File: config.mk
export PLATFORM = sky130hd
export DESIGN_NAME = tccv_mul
export DESIGN_NICKNAME = d
export VERILOG_FILES = /design/src/hdl/tccv_pkg.sv /design/src/hdl/tccv_mul.sv
export SDC_FILE = /design/constraint.sdc
export NUM_CORES = 1
export LEC_CHECK = 0
export BUFFER_PORTS_ARGS = -buffer_cell sky130_fd_sc_hd__buf_4
export CORE_UTILIZATION = 45
export CTS_CLUSTER_SIZE = 24
export DETAILED_ROUTE_END_ITERATION = 7
export SLEW_MARGIN = 20
export SYNTH_ARGS = -nofsm -noshare
export SYNTH_HDL_FRONTEND = slang
export SYNTH_SLANG_ARGS = --single-unit
File: constraint.sdc
create_clock -name clk -period 4.2 [get_ports clk]
set_input_delay 0.42 -clock clk [delete_from_list [all_inputs] [get_ports clk]]
set_output_delay 0.42 -clock clk [all_outputs]
set_load 0.01 [all_outputs]
File: src/hdl/tccv_pkg.sv
`timescale 1ns / 1ps

package tccv_pkg;

  localparam int XW        = 32;
  localparam int OPW       = 34;
  localparam int PW        = 2 * OPW;
  localparam int FRAC      = 16;
  localparam int DIV_STEPS = OPW + FRAC;
  localparam int MUL_STEPS = OPW;
  localparam int NSLOT     = 5;

  localparam logic [1:0] CFG_NEAR_W  = 2'd0;
  localparam logic [1:0] CFG_CULL    = 2'd1;
  localparam logic [1:0] CFG_WIDTH   = 2'd2;
  localparam logic [1:0] CFG_HEIGHT  = 2'd3;

  localparam logic [1:0] CULL_BACK_ONLY = 2'd1;
  localparam logic [1:0] CULL_DROP_BACK = 2'd2;

  localparam logic [2:0] FLD_X = 3'd0;
  localparam logic [2:0] FLD_Y = 3'd1;
  localparam logic [2:0] FLD_Z = 3'd2;
  localparam logic [2:0] FLD_U = 3'd3;
  localparam logic [2:0] FLD_V = 3'd4;

  localparam logic [2:0] SLOT_V2 = 3'd2;
  localparam logic [2:0] SLOT_C0 = 3'd3;
  localparam logic [2:0] SLOT_C1 = 3'd4;

  localparam logic [30:0] NEAR_RESET   = 31'd6554;
  localparam logic [12:0] WIDTH_RESET  = 13'd640;
  localparam logic [12:0] HEIGHT_RESET = 13'd480;

  localparam logic [XW-1:0] S32_MAX  = 32'h7fff_ffff;
  localparam logic [XW-1:0] S32_MIN  = 32'h8000_0000;
  localparam logic [XW-1:0] SD_MIN   = 32'h8000_0001;
  localparam logic [OPW-1:0] Q_ONE   = 34'd65536;

  typedef logic [2:0] slot_t;

  typedef struct packed {
    logic [XW-1:0] x;
    logic [XW-1:0] y;
    logic [XW-1:0] z;
    logic [XW-1:0] w;
    logic [XW-1:0] u;
    logic [XW-1:0] v;
    logic [15:0]   s;
  } vtx_t;

  typedef struct packed {
    logic           start;
    logic [OPW-1:0] a;
    logic [OPW-1:0] b;
  } arith_req_t;

  typedef struct packed {
    logic          done;
    logic [XW-1:0] q;
  } div_rsp_t;

  typedef struct packed {
    logic          done;
    logic [PW-1:0] p;
  } mul_rsp_t;

  typedef enum logic [4:0] {
    S_IDLE, S_CLASS,
    S_XLA, S_XLB, S_XT, S_XTW, S_XM, S_XMW, S_XWR,
    S_EL, S_EDX, S_EDXW, S_EDY, S_EDYW, S_EC1, S_EC1W, S_EC2, S_EC2W,
    S_OCHK, S_OL, S_OMX, S_OMXW, S_OMY, S_OMYW, S_OUT
  } state_t;

  function automatic logic [XW-1:0] sat32(input logic [PW-1:0] v);
    logic [XW-1:0] r;
    if ((&v[PW-1:XW-1]) || !(|v[PW-1:XW-1])) r = v[XW-1:0];
    else if (v[PW-1]) r = S32_MIN;
    else r = S32_MAX;
    return r;
  endfunction

  // Clamp an edge difference to the symmetric range +-(2^31-1).
  function automatic logic [XW-1:0] satd(input logic [XW:0] v);
    logic [XW-1:0] r;
    if (!v[XW] && v[XW-1]) r = S32_MAX;
    else if (v[XW] && (!v[XW-1] || v[XW-2:0] == '0)) r = SD_MIN;
    else r = v[XW-1:0];
    return r;
  endfunction

  function automatic logic [OPW-1:0] sx34(input logic [XW-1:0] v);
    return {{(OPW-XW){v[XW-1]}}, v};
  endfunction

  function automatic logic [XW-1:0] vtx_field(input vtx_t vt, input logic [2:0] f);
    logic [XW-1:0] r;
    case (f)
      FLD_X:   r = vt.x;
      FLD_Y:   r = vt.y;
      FLD_Z:   r = vt.z;
      FLD_U:   r = vt.u;
      FLD_V:   r = vt.v;
      default: r = vt.x;
    endcase
    return r;
  endfunction

endpackage

File: src/hdl/tccv_mul.sv
`timescale 1ns / 1ps

module tccv_mul import tccv_pkg::*; (
  input  logic       clk,
  input  logic       rst_n,
  input  arith_req_t req,
  output mul_rsp_t   rsp
);

  localparam int CW = $clog2(MUL_STEPS + 1);

  logic           busy_r, busy_nxt;
  logic           done_r, done_nxt;
  logic [CW-1:0]  cnt_r, cnt_nxt;
  logic [PW-1:0]  acc_r, acc_nxt;
  logic [PW-1:0]  mc_r, mc_nxt;
  logic [OPW-1:0] mp_r, mp_nxt;
  logic           neg_r, neg_nxt;

  always_comb begin
    busy_nxt = busy_r;
    done_nxt = 1'b0;
    cnt_nxt  = cnt_r;
    acc_nxt  = acc_r;
    mc_nxt   = mc_r;
    mp_nxt   = mp_r;
    neg_nxt  = neg_r;
    if (req.start) begin
      busy_nxt = 1'b1;
      cnt_nxt  = CW'(MUL_STEPS);
      acc_nxt  = '0;
      mc_nxt   = {{(PW-OPW){1'b0}}, (req.a[OPW-1] ? (~req.a + 1'b1) : req.a)};
      mp_nxt   = req.b[OPW-1] ? (~req.b + 1'b1) : req.b;
      neg_nxt  = req.a[OPW-1] ^ req.b[OPW-1];
    end else if (busy_r) begin
      if (mp_r[0]) acc_nxt = acc_r + mc_r;
      mc_nxt  = {mc_r[PW-2:0], 1'b0};
      mp_nxt  = {1'b0, mp_r[OPW-1:1]};
      cnt_nxt = cnt_r - 1'b1;
      if (cnt_r == CW'(1)) begin
        busy_nxt = 1'b0;
        done_nxt = 1'b1;
      end
    end
  end

  always_ff @(posedge clk) begin
    if (!rst_n) begin
      busy_r <= 1'b0;
      done_r <= 1'b0;
      cnt_r  <= '0;
    end else begin
      busy_r <= busy_nxt;
      done_r <= done_nxt;
      cnt_r  <= cnt_nxt;
    end
    acc_r <= acc_nxt;
    mc_r  <= mc_nxt;
    mp_r  <= mp_nxt;
    neg_r <= neg_nxt;
  end

  assign rsp.done = done_r;
  assign rsp.p    = neg_r ? (~acc_r + 1'b1) : acc_r;

endmodule

### Word level (Yosys, flattened, before mapping)

Cells that the tools add are included.

* add/sub/neg operators: 5
* equality and inequality tests: 1
* muxes and demuxes: 13
* bitwise gates (word level): 6
* reduce and logical (&&, ||, !) cells: 4

Operator list (number)
* 34-bit two-way mux: 6
* 34-bit by 1-bit adder with 34-bit output, second input constant: 2
* 68-bit by 1-bit adder with 68-bit output, second input constant: 1
* 68-bit adder: 1
* 68-bit two-way mux: 1
* 34-bit inverter: 2
* 68-bit inverter: 1
* 6-bit two-way mux: 2
* 6-bit by 1-bit equality test with 1-bit output, second input constant: 1
* 6-bit by 1-bit subtractor with 6-bit output, second input constant: 1
* 1-bit two-way mux: 4
* 3-bit OR reduction: 1
* 1-bit inverter: 2
* 2-bit AND reduction: 1
* 2-bit nonzero test: 1
* 2-bit OR reduction: 1
* 1-bit XOR: 1

* bits in registers: 179

### Logic depth before layout (Yosys ltp)

* depth after elaboration: 4
* gate-level depth with buffers: 12
* depth with buffers taken out: 12

### Worst setup path after synthesis

OpenSTA, ideal clock, no wires.

* kind: flip-flop to output port
* start point: reg acc_r[14]
* end point: out rsp[61] (netlist bit)
* data arrival time: 3311 ps
* data required time: 3780 ps
* path slack: 469 ps
* stages on the path, launching flop included: 11
* cell sequence: dfxtp_1 or4_4 or3_4 or3_4 or2_1 or3_4 or4_1 buf_2 o41ai_4 nand2_2 xor2_1

RTL lines
* start, declared: line tccv_mul.sv:15 `logic [PW-1:0] acc_r, acc_nxt;`
* start signal, assigned: line tccv_mul.sv:57 `acc_r <= acc_nxt;`
* end, declared: line tccv_mul.sv:7 `output mul_rsp_t rsp`

==> metrics.csv <==
metric,value,unit
worst_ep_required_time,3.78,ns
grt_max_degree,173,
fin_area,0.0155,mm2
syn_nets,1774,
synthTopCellsByArea,"dfxtp_1 (16%), edfxtp_1 (15%), a21oi_1 (6.8%), ha_1 (6.7%), xnor2_1 (6.6%)",
firstDrtPassIters,5,
synth.top_cell.area_share,0.165,
fin_worst_hold_slack,0.228,ns
hold_violations,0,
wl,37300,um
clock_skew,0.0121,ns
die_w,174,um
final_common_cell,a21oi_1,
dp_slack,0.108,ns
root_buffer,clkbuf_16,
grt_first_pass_wirelength,59900,um
async_reset_ff_frac,0,
violations,negative setup slack,
slowest_delay,0.54,ns
die_height,174,um
ios,140,
cp_common_cell,or3_4,
wl_per_cell,17.5,um
ys_ff_latch,179,
fin_util,0.534,
die-area,0.0304,mm2
synthCells,1630,
crit_fanout,6,
setup_viol,5,
start_util,0.461,
cts_buffers,17,
cellPowerDensity,347,mW/mm2
synth_ff_type,dfxtp_1,
fill_cells,2857,
ys_seq_area_frac,0.319,
finalCriticalPeriod,4.31,ns
rows,62,
holdBufCountCts,0,
reg2reg_slack,0.40,ns
max-cap-violations,0,
worstReg2RegStart,acc_r[0]$_SDFFE_PP0P_,
period_share,1.03,
hold_path.class,in2reg,
clk_latency,0.45,ns
rsz0062_at_grt,yes,
start_kind,flip-flop,
syn_area_per_cell,8.21,um2
hold_path_end,busy_r$_SDFF_PN0_,
port_buffers,139,
layout_common_cells,"a21oi_1 (181), nand2_1 (179), buf_4 (161)",
drc_errors,0,
cp-end-kind,output port,
ant_nets,0,
vias,12300,
first_iter_violations,736,
final_cells,2125,
path_buf_inv,1,
grt_pass1_vias,11600,
crit_family,simple AND/OR/NAND/NOR gates,
synthDistinctLibCells,70,
irDropWorstVdd,0.000250,V
arrival,3.89,ns
crit_type,reg2out,
synth_edf_count,69,
p_leak,6.27,nW
worst-path-stages,10,
status,finished with violations,
cts_buffer_depth,2,
nets,1872,
placed_area,0.0148,mm2
coreArea,0.0290,mm2
n_antenna_cell,0,
ys_warn_count,0,
r2r_end,acc_r[58]$_SDFFE_PP0P_,
viasPerCell,5.79,
worst_pin_slew,1.06,ns
cts_sinks,179,
min_from,rst_n,
clk_pin_slew_worst_paths,0.07,ns
slowest_stage,or4_4,
drv_slew,0,
fin_ws,-0.111,ns
fmax,0.232,GHz
h-tree-depth,4,
gp_congestion,0.909,
crit_chain,or4_4 -> or3_4 -> or3_4 -> or2_4 -> or3_4 -> or4_4 -> o41ai_4 -> nand2_2 -> xor2_1 -> buf_4,
area_delta_synth_final,15.8,%
min_path_cells,2,
grt_util_all_layers,0.244,
yosys.area.top_type,dfxtp_1,
r2r.worst_path.cells,13,
netlist_area,0.0134,mm2
dp.cells,2091,
cts_tree,yes,
drive_gt1_frac,0.146,
dp_hpwl,27700,um
grt-ovfl-total,0,
antenna_found_initial,0,
slew_headroom,0.290,
==> state kept, by name, summed over array words and instances (netlist names) <==
register  flops
acc_r        68
mc_r         68
mp_r         34
cnt_r         6
busy_r        1
done_r        1
neg_r         1
==> cell families (layout without fill, tap and decap cells) <==
kind of cell	count (synthesis)	in the layout	synth area share
fa+ha+maj	73	73	0.0688
xor+xnor	180	180	0.118
buf+inv	114	225	0.0327
flops	179	179	0.319
simple gates	544	544	0.193
compound gates	490	490	0.229
mux	50	50	0.0387
==> power by group <==
| group | total [mW] | switching (mW) | internal (mW) |
|---|---|---|---|
| registers | 2.04 | 0.102 | 1.94 |
| clock network | 1.62 | 0.735 | 0.885 |
| logic | 1.71 | 0.944 | 0.769 |
==> worst register-to-register path, stage by stage, from the launching register on <==
cell       delay (ns)
dfxtp_1          0.45
ha_1             0.25
fa_1             0.25
a211oi_1         0.11
o211ai_1         0.24
a21oi_1          0.14
o31a_1           0.39
a211oi_1         0.40
o211ai_1         0.19
a2111oi_0        0.44
buf_4            0.19
nor2_1           0.08
or4_1            0.52
nand3_1          0.09
==> per-layer routing <==
metal,up-vias,GRT usage,part of all wire
li1,6156,-,-
met3,51,0.0365,0.048
met1,5791,0.336,0.48
met2,309,0.389,0.45
met4,0,0.0826,0.022
met5,-,0,0
==> final cells by class <==
| type | instances | area [um2] | share of cell area |
|---|---|---|---|
| Timing Repair Buffer | 164 | 1260 | 0.0813 |
| Clock inverter | 14 | 149 | 0.00961 |
| Inverter | 29 | 109 | 0.00702 |
| Clock buffer | 18 | 429 | 0.0277 |
| Sequential cell | 179 | 4280 | 0.276 |
| Multi-Input combinational cell | 1337 | 8790 | 0.567 |
| Tap cell | 384 | 480 | 0.0310 |
==> synth_stat cells, drive strengths merged, types with 22 or more instances <==
cell and number:
nand2 184, a21oi 183, nor2 152, dfxtp 110
o21ai 103, xnor2 101, xor2 79, ha 72
clkbuf 70, edfxtp 69, a21o 43, o31ai 39
mux2i 36, nand3 32, or4 30, inv 29
or3 29, nand4 22, o41ai 22
==> worst max-delay path by stage <==
stage / slack [ns] / start / end
floorplan: 0.47 / acc_r[14]$_SDFFE_PP0P_ / rsp[61]
CTS: -0.14 / acc_r[22]$_SDFFE_PP0P_ / rsp[62]
global route: -0.22 / acc_r[14]$_SDFFE_PP0P_ / rsp[61]
global placement: 0.17 / acc_r[10]$_SDFFE_PP0P_ / rsp[61]
detailed placement: 0.11 / acc_r[10]$_SDFFE_PP0P_ / rsp[61]
finish: -0.11 / acc_r[14]$_SDFFE_PP0P_ / rsp[61]
==> metrics by stage <==
stage                     TNS (ns)  total power [mW]
after global routing         -1.52              5.65
after CTS                    -1.03              5.38
after floorplan                  0              3.10
after global placement           0              3.72
final                       -0.321              5.37
after detailed placement         0              3.74
==> timing repair <==
action / CTS / global route
setup endpoints to repair: 18 / 30
buffers inserted: 0 / 2
endpoints found under the hold margin: 0 / 0
resized for setup: 3 / 27
pin swaps: 1 / 0
(Power assumes the default switching activity.)
