### src/hdl/tccv_pkg.sv
`timescale 1ns / 1ps

package tccv_pkg;

  localparam int XW        = 32;
  localparam int OPW       = 34;
  localparam int PW        = 2 * OPW;
  localparam int FRAC      = 16;
  localparam int DIV_STEPS = OPW + FRAC;
  localparam int MUL_STEPS = OPW;
  localparam int NSLOT     = 5;

  localparam logic [1:0] CFG_NEAR_W  = 2'd0;
  localparam logic [1:0] CFG_CULL    = 2'd1;
  localparam logic [1:0] CFG_WIDTH   = 2'd2;
  localparam logic [1:0] CFG_HEIGHT  = 2'd3;

  localparam logic [1:0] CULL_BACK_ONLY = 2'd1;
  localparam logic [1:0] CULL_DROP_BACK = 2'd2;

  localparam logic [2:0] FLD_X = 3'd0;
  localparam logic [2:0] FLD_Y = 3'd1;
  localparam logic [2:0] FLD_Z = 3'd2;
  localparam logic [2:0] FLD_U = 3'd3;
  localparam logic [2:0] FLD_V = 3'd4;

  localparam logic [2:0] SLOT_V2 = 3'd2;
  localparam logic [2:0] SLOT_C0 = 3'd3;
  localparam logic [2:0] SLOT_C1 = 3'd4;

  localparam logic [30:0] NEAR_RESET   = 31'd6554;
  localparam logic [12:0] WIDTH_RESET  = 13'd640;
  localparam logic [12:0] HEIGHT_RESET = 13'd480;

  localparam logic [XW-1:0] S32_MAX  = 32'h7fff_ffff;
  localparam logic [XW-1:0] S32_MIN  = 32'h8000_0000;
  localparam logic [XW-1:0] SD_MIN   = 32'h8000_0001;
  localparam logic [OPW-1:0] Q_ONE   = 34'd65536;

  typedef logic [2:0] slot_t;

  typedef struct packed {
    logic [XW-1:0] x;
    logic [XW-1:0] y;
    logic [XW-1:0] z;
    logic [XW-1:0] w;
    logic [XW-1:0] u;
    logic [XW-1:0] v;
    logic [15:0]   s;
  } vtx_t;

  typedef struct packed {
    logic           start;
    logic [OPW-1:0] a;
    logic [OPW-1:0] b;
  } arith_req_t;

  typedef struct packed {
    logic          done;
    logic [XW-1:0] q;
  } div_rsp_t;

  typedef struct packed {
    logic          done;
    logic [PW-1:0] p;
  } mul_rsp_t;

  typedef enum logic [4:0] {
    S_IDLE, S_CLASS,
    S_XLA, S_XLB, S_XT, S_XTW, S_XM, S_XMW, S_XWR,
    S_EL, S_EDX, S_EDXW, S_EDY, S_EDYW, S_EC1, S_EC1W, S_EC2, S_EC2W,
    S_OCHK, S_OL, S_OMX, S_OMXW, S_OMY, S_OMYW, S_OUT
  } state_t;

  function automatic logic [XW-1:0] sat32(input logic [PW-1:0] v);
    logic [XW-1:0] r;
    if ((&v[PW-1:XW-1]) || !(|v[PW-1:XW-1])) r = v[XW-1:0];
    else if (v[PW-1]) r = S32_MIN;
    else r = S32_MAX;
    return r;
  endfunction

  // Clamp an edge difference to the symmetric range +-(2^31-1).
  function automatic logic [XW-1:0] satd(input logic [XW:0] v);
    logic [XW-1:0] r;
    if (!v[XW] && v[XW-1]) r = S32_MAX;
    else if (v[XW] && (!v[XW-1] || v[XW-2:0] == '0)) r = SD_MIN;
    else r = v[XW-1:0];
    return r;
  endfunction

  function automatic logic [OPW-1:0] sx34(input logic [XW-1:0] v);
    return {{(OPW-XW){v[XW-1]}}, v};
  endfunction

  function automatic logic [XW-1:0] vtx_field(input vtx_t vt, input logic [2:0] f);
    logic [XW-1:0] r;
    case (f)
      FLD_X:   r = vt.x;
      FLD_Y:   r = vt.y;
      FLD_Z:   r = vt.z;
      FLD_U:   r = vt.u;
      FLD_V:   r = vt.v;
      default: r = vt.x;
    endcase
    return r;
  endfunction

endpackage

### src/hdl/tccv_div.sv
`timescale 1ns / 1ps

module tccv_div import tccv_pkg::*; (
  input  logic       clk,
  input  logic       rst_n,
  input  arith_req_t req,
  output div_rsp_t   rsp
);

  localparam int DVW = DIV_STEPS;
  localparam int CW  = $clog2(DIV_STEPS + 1);

  logic           busy_r, busy_nxt;
  logic           done_r, done_nxt;
  logic [CW-1:0]  cnt_r, cnt_nxt;
  logic [DVW-1:0] dvd_r, dvd_nxt;
  logic [OPW:0]   rem_r, rem_nxt;
  logic [OPW-1:0] dmag_r, dmag_nxt;
  logic           neg_r, neg_nxt;
  logic           npos_r, npos_nxt;
  logic           nneg_r, nneg_nxt;
  logic           dz_r, dz_nxt;

  logic [OPW:0]   rem_sh;
  logic           ge;

  always_comb begin
    busy_nxt = busy_r;
    done_nxt = 1'b0;
    cnt_nxt  = cnt_r;
    dvd_nxt  = dvd_r;
    rem_nxt  = rem_r;
    dmag_nxt = dmag_r;
    neg_nxt  = neg_r;
    npos_nxt = npos_r;
    nneg_nxt = nneg_r;
    dz_nxt   = dz_r;
    rem_sh   = {rem_r[OPW-1:0], dvd_r[DVW-1]};
    ge       = rem_sh >= {1'b0, dmag_r};
    if (req.start) begin
      busy_nxt = 1'b1;
      cnt_nxt  = CW'(DIV_STEPS);
      dvd_nxt  = {(req.a[OPW-1] ? (~req.a + 1'b1) : req.a), {FRAC{1'b0}}};
      dmag_nxt = req.b[OPW-1] ? (~req.b + 1'b1) : req.b;
      rem_nxt  = '0;
      neg_nxt  = req.a[OPW-1] ^ req.b[OPW-1];
      nneg_nxt = req.a[OPW-1];
      npos_nxt = !req.a[OPW-1] && (req.a != '0);
      dz_nxt   = req.b == '0;
    end else if (busy_r) begin
      // One restoring step per cycle; the quotient shifts in behind the dividend.
      rem_nxt = ge ? (rem_sh - {1'b0, dmag_r}) : rem_sh;
      dvd_nxt = {dvd_r[DVW-2:0], ge};
      cnt_nxt = cnt_r - 1'b1;
      if (cnt_r == CW'(1)) begin
        busy_nxt = 1'b0;
        done_nxt = 1'b1;
      end
    end
  end

  always_ff @(posedge clk) begin
    if (!rst_n) begin
      busy_r <= 1'b0;
      done_r <= 1'b0;
      cnt_r  <= '0;
    end else begin
      busy_r <= busy_nxt;
      done_r <= done_nxt;
      cnt_r  <= cnt_nxt;
    end
    dvd_r  <= dvd_nxt;
    rem_r  <= rem_nxt;
    dmag_r <= dmag_nxt;
    neg_r  <= neg_nxt;
    npos_r <= npos_nxt;
    nneg_r <= nneg_nxt;
    dz_r   <= dz_nxt;
  end

  always_comb begin
    rsp.done = done_r;
    if (dz_r) begin
      rsp.q = npos_r ? S32_MAX : (nneg_r ? S32_MIN : '0);
    end else if (!neg_r) begin
      rsp.q = (|dvd_r[DVW-1:XW-1]) ? S32_MAX : dvd_r[XW-1:0];
    end else if ((|dvd_r[DVW-1:XW]) || (dvd_r[XW-1] && (|dvd_r[XW-2:0]))) begin
      rsp.q = S32_MIN;
    end else begin
      rsp.q = ~dvd_r[XW-1:0] + 1'b1;
    end
  end

endmodule

### config.mk
export PLATFORM = sky130hd
export DESIGN_NAME = tccv_div
export DESIGN_NICKNAME = d
export VERILOG_FILES = /design/src/hdl/tccv_pkg.sv /design/src/hdl/tccv_div.sv
export SDC_FILE = /design/constraint.sdc
export NUM_CORES = 1
export LEC_CHECK = 0
export ABC_AREA = 1
export BUFFER_PORTS_ARGS = -buffer_cell sky130_fd_sc_hd__buf_4
export CORE_MARGIN = 5
export CORE_UTILIZATION = 55
export DETAILED_ROUTE_END_ITERATION = 12
export GPL_TIMING_DRIVEN = 0
export PLACE_DENSITY = 0.85
export SKIP_LAST_GASP = 1
export SLEW_MARGIN = 20
export SYNTH_ARGS = -nofsm -noshare
export SYNTH_HDL_FRONTEND = slang
export SYNTH_SLANG_ARGS = --single-unit
export TNS_END_PERCENT = 30
### constraint.sdc
create_clock -name clk -period 6.4 [get_ports clk]
set_clock_uncertainty 0.2 [all_clocks]
set_input_delay 1.28 -clock clk [delete_from_list [all_inputs] [get_ports clk]]
set_output_delay 1.28 -clock clk [all_outputs]
set_load 0.01 [all_outputs]
# == Yosys cells after proc, flatten, opt, wreduce, memory -nomap -nowiden ==
# Cells that the tools add are included.
# word_totals
ram_bits,0
out_inout_bits,33
regBits,130
word_cells,55
mem_bits_ro,0
inputBits,71
memories,0
latchBits,0
# classes
div_mod_pow,0
n_bitwise,6
reduce_logical,12
mux,17
order_cmp,1
n_mul,0
n_eq_ne,1
n_addsub,5
n_shift,0
# op_table
cell,n
$mux 32,6
$mux 50,2
$add 34x1->34 const B,2
$mux 34,2
$not 34->34,2
$ge 35x34->1,1
$logic_not 34->1,1
$reduce_bool 34->1,1
$sub 34x34->34,1
$mux 33,1
$add 32x1->32 const B,1
$not 32->32,1
$reduce_or 31->1,1
$reduce_or 19->1,1
$reduce_or 18->1,1
$mux 6,2
$eq 6x1->1 const B,1
$sub 6x1->6 const B,1
$mux 1,4
$reduce_or 3->1,1
$logic_and 1x1->1,2
$not 1->1,2
$reduce_bool 2->1,1
$reduce_or 2->1,1
other kinds (3),3

# == Depth between registers and ports, before layout ==
# Gate-level depths: netlist of the first run.
# depth
ltp_word,6
ltp_mapped,16
mapped_depth_nobuf,16

# == Worst setup path after synthesis of the first run ==
# No wires, ideal clock.
# synth_timing
path_type,input to register
from,input port req[68] in the netlist's numbering
to,"register dvd_r[16], enable pin"
t_arrival_ps,2885
setup_ps,412
path_buffers,2
required_ps,5788
path_slack_ps,2904
cell_stages,4
path_cell_list,clkbuf_1 > nor2_1 > clkinv_1 > buf_1
# synth_via
elab_chain_len,1
# synth_rtl
item,line,text
"start, declared",tccv_div.sv:6,"input arith_req_t req,"
$reduce_bool 2->1 (no line),n/a,
"end signal, assigned",tccv_div.sv:72,dvd_r <= dvd_nxt;
"end, declared",tccv_div.sv:16,"logic [DVW-1:0] dvd_r, dvd_nxt;"
# No other way between the ends.
# A chain may end at the register's enable or synchronous reset.

==> results of run 1 <==
per-layer routing:
layer,vias to the layer above,GRT usage,part of all wire
met2,460,0.493,0.45
met5,-,0,0
met4,0,0.130,0.040
met3,83,0.0649,0.074
met1,5333,0.411,0.43
li1,5753,-,-
path summary, 6_finish.rpt:
| path | from | endpoint | slack, ns | cells past startpoint |
|---|---|---|---|---|
| min reg2reg | rem_r[9] | rem_r[9] | 0.27 | 2 |
| min | rem_r[9] | rem_r[9] | 0.27 | 2 |
| max reg2reg | dvd_r[49] | rem_r[28] | 3.37 | 16 |
| max | dvd_r[0] | rsp[18] | 2.16 | 11 |
synth_stat cells, drive strengths merged, types with 21 or more instances:
cell	n
xor2	39
o22ai	23
o21ai	80
clkbuf	30
dfxtp	58
a21oi	76
inv	256
ha	39
nand2	512
xnor2	21
nand3	143
nand4	34
nor2	192
nand3b	30
edfxtp	72
nor3	28
flip-flops by register name (all words and copies together) (netlist names):
| signal | count |
|---|---|
| rem_r | 34 |
| nneg_r | 1 |
| neg_r | 1 |
| cnt_r | 6 |
| busy_r | 1 |
| dmag_r | 34 |
| npos_r | 1 |
| dvd_r | 50 |
| done_r | 1 |
| dz_r | 1 |
report_power, final:
group	internal (mW)	leakage (nW)	switching, mW
combinational	0.170	4.80	0.305
clock	0.587	0.291	0.426
sequential	0.944	1.20	0.0319
total	1.70	6.29	0.762
area by class of cell:
type,instances,area (sq um)
buffer,44,224
sequential,130,3320
clock buffer,18,429
clock inverter,14,165
multi-input combinational,1262,6400
fill,1867,6890
tap,265,332
timing repair buffer,104,793
inverter,260,976
logic make-up after synthesis:
group,after synthesis,synth area share
xor gates and xnor gates,60,0.0481
buffers and inverters,304,0.110
adders and majority gates,40,0.0465
AOI/OAI and AO/OA,208,0.106
DFF,130,0.304
and+or+nand+nor,954,0.385
worst max-delay path, cell delays in order (launching register included):
cell and delay (ns):
dfxtp_1 0.35, inv_1 0.16, ha_1 0.23, nand3_2 0.14, inv_1 0.17, nand3_1 0.15, nor2_1 0.25, nand3b_1 0.25
or2_2 0.34, nand3_1 0.09, a21oi_1 0.06, buf_4 0.17
==> results_dict.tcl, run 1 <==
set metrics [dict create \
    die_x_um 151 \
    ant_nets 0 \
    drive_gt1_frac 0.110 \
    start_kind "flop" \
    hold_slack_ns 0.271 \
    globalplace.congestion 1.06 \
    setup-tns-final_ns 0 \
    nets 1930 \
    syn-num-nets 1807 \
    ir_drop_uv 168 \
    htreeDepth 4 \
    die_area_sq_mm 0.0228 \
    std_cell_rows 51 \
    ys.flop_type "edfxtp_1" \
    final_cell_mix "nand2_1, inv_1, nor2_1" \
    p_total_mw 2.46 \
    powerDensity_mw_per_mm2 195 \
    place_ws_ns 2.35 \
    cap_viol_max_count 0 \
    netlist_top_cells_area "edfxtp_1, nand2_1, dfxtp_1, inv_1, nor2_1" \
    synth-edff-count 72 \
    syn_area_per_cell_sq_um 6.44 \
    clk_path_buf_depth 2 \
    hold_path_class "flop to flop" \
    yosysTopAreaCellShare 0.198 \
    hold_viol 0 \
    first_pass_iters 6 \
    fin_crit_sh 0.662 \
    synth_cell_types 45 \
    fin_area_sq_mm 0.0126 \
    setup_ws_ns 2.16 \
    wirelength_um 35200 \
    area_delta_synth_final_pct 15.8 \
    async_flop_share 0 \
    clkSinkCount 130 \
    setup_viol 0 \
    core_area_sq_mm 0.0195 \
    clock.fmax_mhz 236 \
    tightest_slew_ns 1.09 \
    seq_area_frac_synth 0.304 \
    drt-initial-drc-count 928 \
    critPathKind "flop to output port" \
    stdcell_count 2097 \
    cts_resized 0 \
    overflow 0 \
    die-height_um 151 \
    grt_use_total 0.310 \
    grt_pass1_wl_um 55200 \
    ios 104 \
    endpoint_kind "output port" \
    cp.required_ns 4.92 \
    numCtsBuffers 17 \
    viasPerCell 5.55 \
    antenna_cells 0 \
    num_vias 11600 \
    slew-limit-headroom 0.273 \
    maxSlewViolCount 0 \
    arrival_ns 2.76 \
    start_util 0.559 \
    rsz0062_at_grt "false" \
    antenna_found_initial 0 \
    root_buffer "clkbuf_16" \
    grt_max_degree 40 \
    synth_warnings 0 \
    layout_commonest_cell "nand2_1" \
    ys_seq_elements 130 \
    insertion_delay_ns 0.43 \
    synthesis.area_sq_mm 0.0109 \
    cts_tree "yes" \
    status "completed" \
    dp_hpwl_um 28200 \
    crit_path_max_fanout 5 \
    drcViolationCount 0 \
    cts_setup_buffers 0 \
    clk_pin_slew_ns 0.07 \
    synth_top_cell_by_area "edfxtp_1" \
    port_buffers 103 \
    first_global_vias 10800 \
    wl_per_cell_um 16.8 \
    placed_area_sq_mm 0.0120 \
    p_leak_nw 6.29 \
    syn_inst 1696 \
    dp.cells 2065 \
    hold_buffers 0 \
    fin_crit_ns 4.24 \
    utilization 0.647 \
]
(Power assumes the default switching activity.)
==> run 2: changes to the inputs <==
- ABC_AREA: 1 -> 0
- CORE_UTILIZATION: 55 -> 54
- PLACE_DENSITY: 0.85 -> 0.87
- clock period: 6.4 -> 3.65 ns (I/O delays scaled with it)
==> run 2 against run 1 <==
Compared with the run above: synthesized cell count decreased by 32%; critical endpoint is now rsp[17]; critical path type unchanged; clock power increased by 66%; the flow now finishes with violations (negative setup slack); cell count decreased by 27%; sequential share of layout area increased by 1.8 points; final area decreased by 6.6%.
==> results_dict.tcl, run 2 <==
set metrics [dict create \
    status "finished with violations" \
    violations "negative setup slack" \
    die_x_um 143 \
    ys.flop_type "edfxtp_1" \
    die_area_sq_mm 0.0204 \
    fin_crit_sh 1.20 \
    wl_per_cell_um 19.2 \
    grt_pass1_wl_um 45000 \
    synth_top_cell_by_area "edfxtp_1" \
    start_kind "flop" \
    antenna_cells 0 \
    fin_crit_ns 4.37 \
    syn-num-nets 1261 \
    std_cell_rows 48 \
    seq_area_frac_synth 0.348 \
    largest_register_ffs 50 \
    yosysTopAreaCellShare 0.227 \
    htreeDepth 4 \
    dp_hpwl_um 19800 \
    setup_viol 33 \
    synth_top_family_by_area "compound AO/OA/AOI/OAI gates" \
    die-height_um 143 \
    hold_buffers 0 \
    drive_gt1_frac 0.188 \
    place_ws_ns -0.628 \
    hold_path_class "input pin to flop" \
    clock.fmax_mhz 229 \
    synth_warnings 0 \
    first_global_vias 9208 \
    syn_inst 1150 \
    core_area_sq_mm 0.0173 \
    setup_ws_ns -0.721 \
    crit_path_max_fanout 6 \
    grt_use_total 0.272 \
    synthSimpleGateAreaFrac 0.216 \
    tightest_slew_ns 0.906 \
    cap_viol_max_count 0 \
    cp.required_ns 2.72 \
    maxSlewViolCount 0 \
    layout_commonest_cell "nand2_1" \
    regMostFlops "dvd_r" \
    area_delta_synth_final_pct 23.8 \
    wirelength_um 29600 \
    drt-initial-drc-count 1001 \
    ant_nets 0 \
    first_pass_iters 6 \
    synth.mux.area_fraction 0.0212 \
    syn_area_per_cell_sq_um 8.30 \
    synthesis.area_sq_mm 0.00954 \
    start_util 0.552 \
    ys_seq_elements 130 \
    final-seq-area_sq_mm 0.00332 \
    fillers 1344 \
    stdcell_count 1538 \
    critPathKind "flop to output port" \
    netlist_top_cells_area "edfxtp_1, dfxtp_1, xnor2_1, nand2_1, ha_1" \
    synth_compound_area_frac 0.224 \
    ios 104 \
    port_buffers 102 \
    placed_area_sq_mm 0.0106 \
    antenna_found_initial 0 \
    clk_path_buf_depth 2 \
    async_flop_share 0 \
    ir_drop_uv 355 \
    synth_adder_area_share 0.0532 \
    multi_input_area_sq_mm 0.00612 \
    cts_tree "yes" \
    arrival_ns 3.44 \
    slew-limit-headroom 0.394 \
    powerDensity_mw_per_mm2 410 \
    overflow 0 \
    num_vias 9889 \
    synth_cell_types 72 \
    clkSinkCount 130 \
    endpoint_kind "output port" \
    insertion_delay_ns 0.43 \
    drcViolationCount 0 \
    dp.cells 1477 \
    rsz0062_at_grt "true" \
    synth-xor-area-share 0.0881 \
    final_cell_mix "nand2_1, buf_4, nor2_1" \
    utilization 0.683 \
    nets 1411 \
    yosysMostFrequentCell "nand2_1" \
    synth-edff-count 72 \
    grt_max_degree 40 \
    globalplace.congestion 0.930 \
    largest_registers "dvd_r x50, dmag_r x34, rem_r x34" \
    numCtsBuffers 17 \
    netlist_top_cells_count "nand2_1, nor2_1, o21ai_0, edfxtp_1" \
    fin_area_sq_mm 0.0118 \
    clk_pin_slew_ns 0.06 \
    root_buffer "clkbuf_16" \
    viasPerCell 6.43 \
    hold_viol 0 \
    p_leak_nw 4.62 \
]
[run 2: changes by cell type in the layout (fill, tap and decap cells not counted), moves of 23 or more]
cell,previous run,this run
clkbuf_1,31,54
inv_1,249,60
nand2_1,503,139
nand3_1,131,23
nand3b_1,30,3
nor2_1,177,97
xnor2_1,21,63
[run 2: final cells by class]
cell class,count,area share
Sequential cell,130,0.281
Clock inverter,15,0.0121
Clock buffer,17,0.0360
Buffer,60,0.0231
Multi-Input combinational cell,898,0.518
Inverter,61,0.0194
Timing Repair Buffer,132,0.0861
Tap cell,225,0.0238
[run 2: metal layers]
metal / track usage / share of wire / up-vias
met5: 0 / 0 / -
met3: 0.0399 / 0.094 / 103
met1: 0.345 / 0.38 / 4624
met2: 0.462 / 0.49 / 621
met4: 0.121 / 0.037 / 0
li1: - / - / 4541
[run 2: per-stage QoR]
step	hold slack [ns]	power (mW)	TNS, ns
3_5_place_dp	0.292	3.05	-16.57
5_1_grt	0.275	5.05	-27.10
4_1_cts	0.271	4.76	-14.35
2_1_floorplan	0.272	2.63	-0.317
6_report	0.281	4.85	-18.77
3_3_place_gp	0.285	3.01	-21.37
[run 2: report_power, final]
part | internal, mW | leakage [nW] | switching (mW)
clock | 0.954 | 0.282 | 0.725
combinational | 0.558 | 3.13 | 0.810
sequential | 1.69 | 1.20 | 0.108
[run 2: logic make-up after synthesis]
| group | after synthesis |
|---|---|
| buffers and inverters | 123 |
| XOR/XNOR | 96 |
| AO/OA/AOI/OAI | 318 |
| AND/OR/NAND/NOR | 423 |
| adder cells (fa/ha/maj) | 40 |
| flip-flops | 130 |
| multiplexers | 20 |
[run 2: final timing paths]
path	startpoint	to	slack, ns	depth (start not counted)
worst min register to register	rem_r[5]	rem_r[6]	0.30	2
worst max register to register	dmag_r[14]	rem_r[27]	0.03	13
worst min-delay path	req[0]	dmag_r[0]	0.28	1
worst max-delay path	dvd_r[24]	rsp[17]	-0.72	11
[run 2: critical path: stages (launching register included)]
cell and delay, ns:
edfxtp_1 0.43, or3_4 0.44, or4_4 0.43, or3_4 0.42
o31ai_4 0.19, buf_6 0.17, nand3_4 0.14, clkbuf_16 0.22
nor3_2 0.17, a31oi_1 0.08, nand3_1 0.16, buf_4 0.15
[run 2: repair_timing]
action / in CTS / in global routing
buffers inserted: 21 / 6
resized for setup: 51 / 47
gates cloned: 4 / 0
setup endpoints to repair: 33 / 71
pin swaps: 18 / 22
hold endpoints to repair: 0 / 0
